## src/hdl/ttc_pkg.sv

```systemverilog
`timescale 1ns / 1ps
// shared constants and types for the time/tick converter
// no dependencies

package ttc_pkg;

   localparam logic [31:0] NS_PER_SEC = 32'd1000000000;

   localparam logic [1:0] ST_OK       = 2'd0;
   localparam logic [1:0] ST_INVALID  = 2'd1;
   localparam logic [1:0] ST_OVERFLOW = 2'd2;

   localparam logic CMD_NS_TO_TICKS = 1'b0;
   localparam logic CMD_TICKS_TO_NS = 1'b1;

   localparam int QUO_BITS = 32;

   // one slot of the divider chain
   typedef struct packed {
      logic        vld;
      logic        cmd;
      logic [1:0]  status;
      logic [31:0] rem;
      logic [31:0] low;
      logic [31:0] quo;
   } div_stage_type;

   function automatic logic [31:0] pick_den(input logic cmd, input logic [31:0] clk_hz);
      pick_den = (cmd == CMD_NS_TO_TICKS) ? NS_PER_SEC : clk_hz;
   endfunction

   function automatic logic [31:0] pick_num(input logic cmd, input logic [31:0] clk_hz);
      pick_num = (cmd == CMD_NS_TO_TICKS) ? clk_hz : NS_PER_SEC;
   endfunction

endpackage

```

## src/hdl/ttc_div_cell.sv

```systemverilog
`timescale 1ns / 1ps
// one restoring-division cell: produces one quotient bit per beat
// depends on ttc_pkg

module ttc_div_cell import ttc_pkg::*; (
   input  logic          clock,
   input  logic          reset,
   input  logic          adv,
   input  logic [31:0]   clk_hz,
   input  div_stage_type prev,
   output div_stage_type next
);

   div_stage_type stage_ff, stage_in;
   logic [32:0]   trial;
   logic [31:0]   den;
   logic          take;

   assign den   = pick_den(prev.cmd, clk_hz);
   assign trial = {prev.rem, prev.low[31]};
   assign take  = trial >= {1'b0, den};

   always_comb begin
      stage_in     = prev;
      stage_in.low = {prev.low[30:0], 1'b0};
      stage_in.quo = {prev.quo[30:0], take};
      stage_in.rem = take ? 32'(trial - {1'b0, den}) : trial[31:0];
   end

   always_ff @(posedge clock) begin
      if (reset)
         stage_ff.vld <= 1'b0;
      else if (adv)
         stage_ff <= stage_in;
   end

   assign next = stage_ff;

endmodule

```

## config.mk

```make
export PLATFORM = sky130hd
export DESIGN_NAME = ttc_div_cell
export DESIGN_NICKNAME = d
export VERILOG_FILES = /design/src/hdl/ttc_pkg.sv /design/src/hdl/ttc_div_cell.sv
export SDC_FILE = /design/constraint.sdc
export NUM_CORES = 1
export LEC_CHECK = 0
export ABC_AREA = 1
export BUFFER_PORTS_ARGS = -buffer_cell sky130_fd_sc_hd__buf_4
export CORE_ASPECT_RATIO = 1.2
export CORE_MARGIN = 1.5
export CORE_UTILIZATION = 49
export CTS_CLUSTER_DIAMETER = 200
export DETAILED_ROUTE_END_ITERATION = 10
export PLACE_DENSITY = 0.8
export SLEW_MARGIN = 10
export SYNTH_ARGS = -nofsm -noshare
export SYNTH_HDL_FRONTEND = slang
export SYNTH_SLANG_ARGS = --single-unit
export TNS_END_PERCENT = 50
```

## constraint.sdc

```tcl
create_clock -name clock -period 7.3 [get_ports clock]
set_input_delay 1.46 -clock clock [delete_from_list [all_inputs] [get_ports clock]]
set_output_delay 1.46 -clock clock [all_outputs]
set_load 0.02 [all_outputs]
```

### Yosys cells after proc, flatten, opt, wreduce, memory -nomap -nowiden

Index checks and enable logic that the tools add are counted.

* register bits after elaboration: 99
* logic and storage cells: 12

* $add $sub $neg: 1
* order comparisons: 1
* mux-type cells: 2
* bitwise gates (word level): 1
* reduce and logical (&&, ||, !) cells: 1

Operators with widths (number)
* 32-bit 2-to-1 mux: 2
* 33-bit by 32-bit greater-or-equal comparator with 1-bit output: 1
* 32-bit subtractor: 1
* 2-bit AND reduction: 1
* 1-bit NOT: 1

### Depth between registers and ports, before layout

* depth after elaboration: 3
* mapped depth: 18

### Worst setup path before layout

No wires, ideal clock.

* path type: in2reg
* start point: input adv
* end point: register stage_ff, in the netlist next[0] (enable)
* data arrival time: 5627 ps
* required time: 6741 ps
* slack: 1114 ps
* stages: 2
* buffers on the path: 0
* cell sequence: inv_1 > nor2_1

* word-level cells in the longest chain between the ends: 1

RTL lines
* from (decl): line ttc_div_cell.sv:8 `input logic adv,`
* 2-bit AND reduction (no source line)
* to (signal assigned): line ttc_div_cell.sv:34 `stage_ff <= stage_in;`
* to (decl): line ttc_div_cell.sv:14 `div_stage_type stage_ff, stage_in;`

Every way passes these cells.
A chain may end at the register's enable or synchronous reset.

==> key figures <==
Cells and area
  • Share of post-route cells with drive strength above 1: 28.57%
  • Max reg flops: 99
  • Number of standard cells in the final layout excluding fillers: 1163
  • Fill count: 1100
  • Net total in the final layout: 1164
  • P&R area growth vs syn: 34.49%

STA
  • RSZ-0062 raised after global routing: false
  • Final hold violation count: 0
  • Total Negative Setup Slacks: 0 ns
  • Clock Skew: 0 ns
  • Slew of the pin with the lowest slew margin: 0.9334 ns
  • Max-Slew Margin vs Limit: 37.77%
  • Max Slew Vio Count: 0
  • Ratio of final minimum period to clock period: 61.99%
  • Max Clk Rate: 221.0 MHz
  • Total of endpoints with negative setup slack in the final report: 0
  • Final critical path time including I/O delays and setup: 4.525 ns

Yosys
  • Number of instances in the synthesized netlist: 766
  • Cell type contributing the most total cell area after synthesis: edfxtp_1
  • Synth Flop Type: edfxtp_1
  • Top area cells in the synthesized netlist: edfxtp_1, nand2_1, inv_1
  • Avg Synthesized Cell Area: 8.126 um2
  • Top cells by instance count after synthesis: nand2_1, inv_1, edfxtp_1
  • Number of synthesized flops with an enable pin: 98
  • Yosys warns: 0
  • Synthesized cell area: 0.006225 mm2
  • Share of the synthesized area in the top cell type: 47.28%
  • Flop and latch count out of synthesis: 99
  • Most frequent cell after synthesis: nand2_1
  • Share of async-settable or async-resettable flops after synthesis: 0%
  • Post-synthesis sequential area ratio: 47.60%
  • Synthesized Nets: 934
  • Yosys cell types: 35

Floorplan
  • Starting density of the core: 50.93%
  • Number of placement rows: 44
  • Area inside the core boundary: 0.01222 mm2
  • Top-level I/O count: 235
  • Die width: 105.9 um
  • Die Height: 126.5 um
  • Floorplan die area: 0.01339 mm2

Clocking
  • Clock tree from TritonCTS: built
  • Skew-Pair Late Insertion Delay: 0.35 ns
  • Master cell of the clock root buffer: clkbuf_16
  • Post-cts resize count: 0
  • Total clock buffers created by CTS: 9
  • Count of clock tree sinks: 99
  • Number of buffers inserted to repair setup after CTS: 0
  • Max H-tree Level: 3
  • Clk pin slew, worst setup/hold paths: 0.08 ns
  • Count of hold-fix buffers inserted at cts: 0
  • Number of buffers between clock root and the deepest sink: 2

Critical path
  • Register-to-Register Path Depth: 2
  • Crit Path Max Fanout: 35
  • Critical path class: in -> reg
  • CP arrival: 4.62 ns
  • Crit path from: prev[98]
  • WP data required: 7.39 ns
  • Startpoint of the worst-slack reg-to-reg timing path: next[99]
  • Critical Path Source Type: primary input
  • Critical Path End Type: flip-flop
  • Capturing point of the worst reg2reg path: next[99]
  • Critical Path End: next[80]
  • R2r setup slk: 6.74 ns

Min path
  • Worst hold path class: reg -> reg

Drt
  • Average vias per placed instance: 4.849
  • Total via count after detailed routing: 5639
  • Drt first-iter violations: 248
  • First drt pass iteration count: 5
  • Total detailed-routing wirelength: 17690 um
  • Number of nets with antenna violations after routing: 0
  • Detailed-route wire length per cell: 15.21 um
  • Count of unresolved DRC violations after routing: 0

Power
  • Switching part of the total: 31.39%
  • Power Dens Cells: 192.8 mW/mm2
  • Worst ir drop on vdd: 0.1033 mV
  • Internal power: 1107 uW
  • Sequential Power Share: 43.1%
  • Gate power share: 28.3%
  • Static Leak: 0.004281 uW
  • Clk network pwr share: 28.6%
  • Switching component of the power: 506.5 uW

Job
  • # Max-Cap Violations: 0

Placed design
  • IO Port Bufs: 232
  • Hpwl dp: 14040 um
  • Routability congestion estimate from global placement: 0.9349
  • Cell Count Post-Placement: 1146

Global routing
  • Global-route wire length before repair: 27000 um
  • Overall fraction of global-route tracks in use: 26.46%
  • Pin count of the biggest net entering global routing: 74
  • Vias in the first global route: 5212
  • Grt total ovfl: 0
  • Initial antenna violation count: 1

Run status
  • Status: finished clean
## layout make-up
type	instances	area, um2	share of cell area (%)
flip-flops and latches	99	2963	35.39
multi-input cells	529	2704	32.30
repair buffers	233	1749	20.89
inverters	124	465.4	5.560
clock buffers	10	229.0	2.735
well taps	161	201.4	2.406
clock inverters	6	57.56	0.6875
diodes	1	2.502	0.02989
## placed cells by master, fill, tap and decap left out, types with 2 or more instances in the layout
| cell | count |
|---|---|
| xor2_1 | 13 |
| buf_4 | 233 |
| nand2_2 | 6 |
| ha_1 | 32 |
| a21oi_1 | 21 |
| edfxtp_1 | 98 |
| clkinv_4 | 3 |
| inv_1 | 118 |
| nor2_2 | 5 |
| o21ai_0 | 2 |
| nand3_1 | 53 |
| and2_1 | 8 |
| nand3b_1 | 9 |
| nor2_1 | 50 |
| nand3_2 | 17 |
| nor3_1 | 6 |
| o21bai_1 | 2 |
| nor2_4 | 2 |
| clkbuf_16 | 9 |
| inv_2 | 5 |
| inv_8 | 2 |
| nand4_1 | 2 |
| nand2_1 | 294 |
## cell families (layout without fill, tap and decap cells)
| group | after synthesis | after routing | share of synthesized area (%) |
|---|---|---|---|
| other cells | 1 | 2 | 0.06024 |
| flops | 99 | 99 | 47.60 |
| fa+ha+maj | 33 | 33 | 6.754 |
| simple gates | 455 | 455 | 32.32 |
| buf+inv | 138 | 373 | 9.085 |
| xor+xnor | 14 | 14 | 1.970 |
| compound gates | 26 | 26 | 2.211 |
## critical path, stage by stage
cell	delay (ns)
buf_4	0.21
inv_1	0.53
nor2_1	0.10
ha_1	0.40
nand2_1	0.18
nor2_2	0.08
nand2_1	0.11
nor2_1	0.06
nand2_1	0.06
nand3_2	0.08
nor2_4	0.66
nand2_8	0.37
nand3_2	0.18
nand2_1	0.08
## metal layers
metal  vias to the layer above  wire length [um]  GRT usage (%)
met2                       196              9073          48.20
li1                       2891                 -              -
met1                      2520              7063          30.96
met4                         0               449          9.459
met3                        32              1099          4.933
met5                         -                 0              0
## power groups by stage
| stage | Clock (uW) | Combinational, uW | Sequential, uW |
|---|---|---|---|
| finish | 462 | 457 | 695 |
| global route | 493 | 503 | 699 |
| CTS | 471 | 458 | 696 |
| detailed placement | 0 | 457 | 708 |
| global placement | 0 | 450 | 707 |
| floorplan | 0 | 219 | 768 |
## worst min-delay path by stage
stage	cells after the start	startpoint	endpoint
2_1_floorplan	2	next[99]	next[99]
3_3_place_gp	2	next[99]	next[99]
3_5_place_dp	2	next[99]	next[99]
4_1_cts	2	next[99]	next[99]
5_1_grt	2	next[99]	next[99]
6_report	2	next[99]	next[99]
## per-stage QoR
stage / area [um2] / hold slack, ns / worst slack, ns / util (%) / power [uW]
global placement: 8083 / 0.4456 / 2.408 / 66.13 / 1157
global route: 8369 / 0.4800 / 2.525 / 68.48 / 1694
finish: 8372 / 0.4609 / 2.775 / 68.50 / 1614
detailed placement: 8083 / 0.4566 / 2.399 / 66.13 / 1165
CTS: 8369 / 0.4669 / 2.759 / 68.48 / 1625
floorplan: 6225 / 0.5295 / 1.114 / - / 987.3
Note: power is estimated with default switching activity, not from simulation.
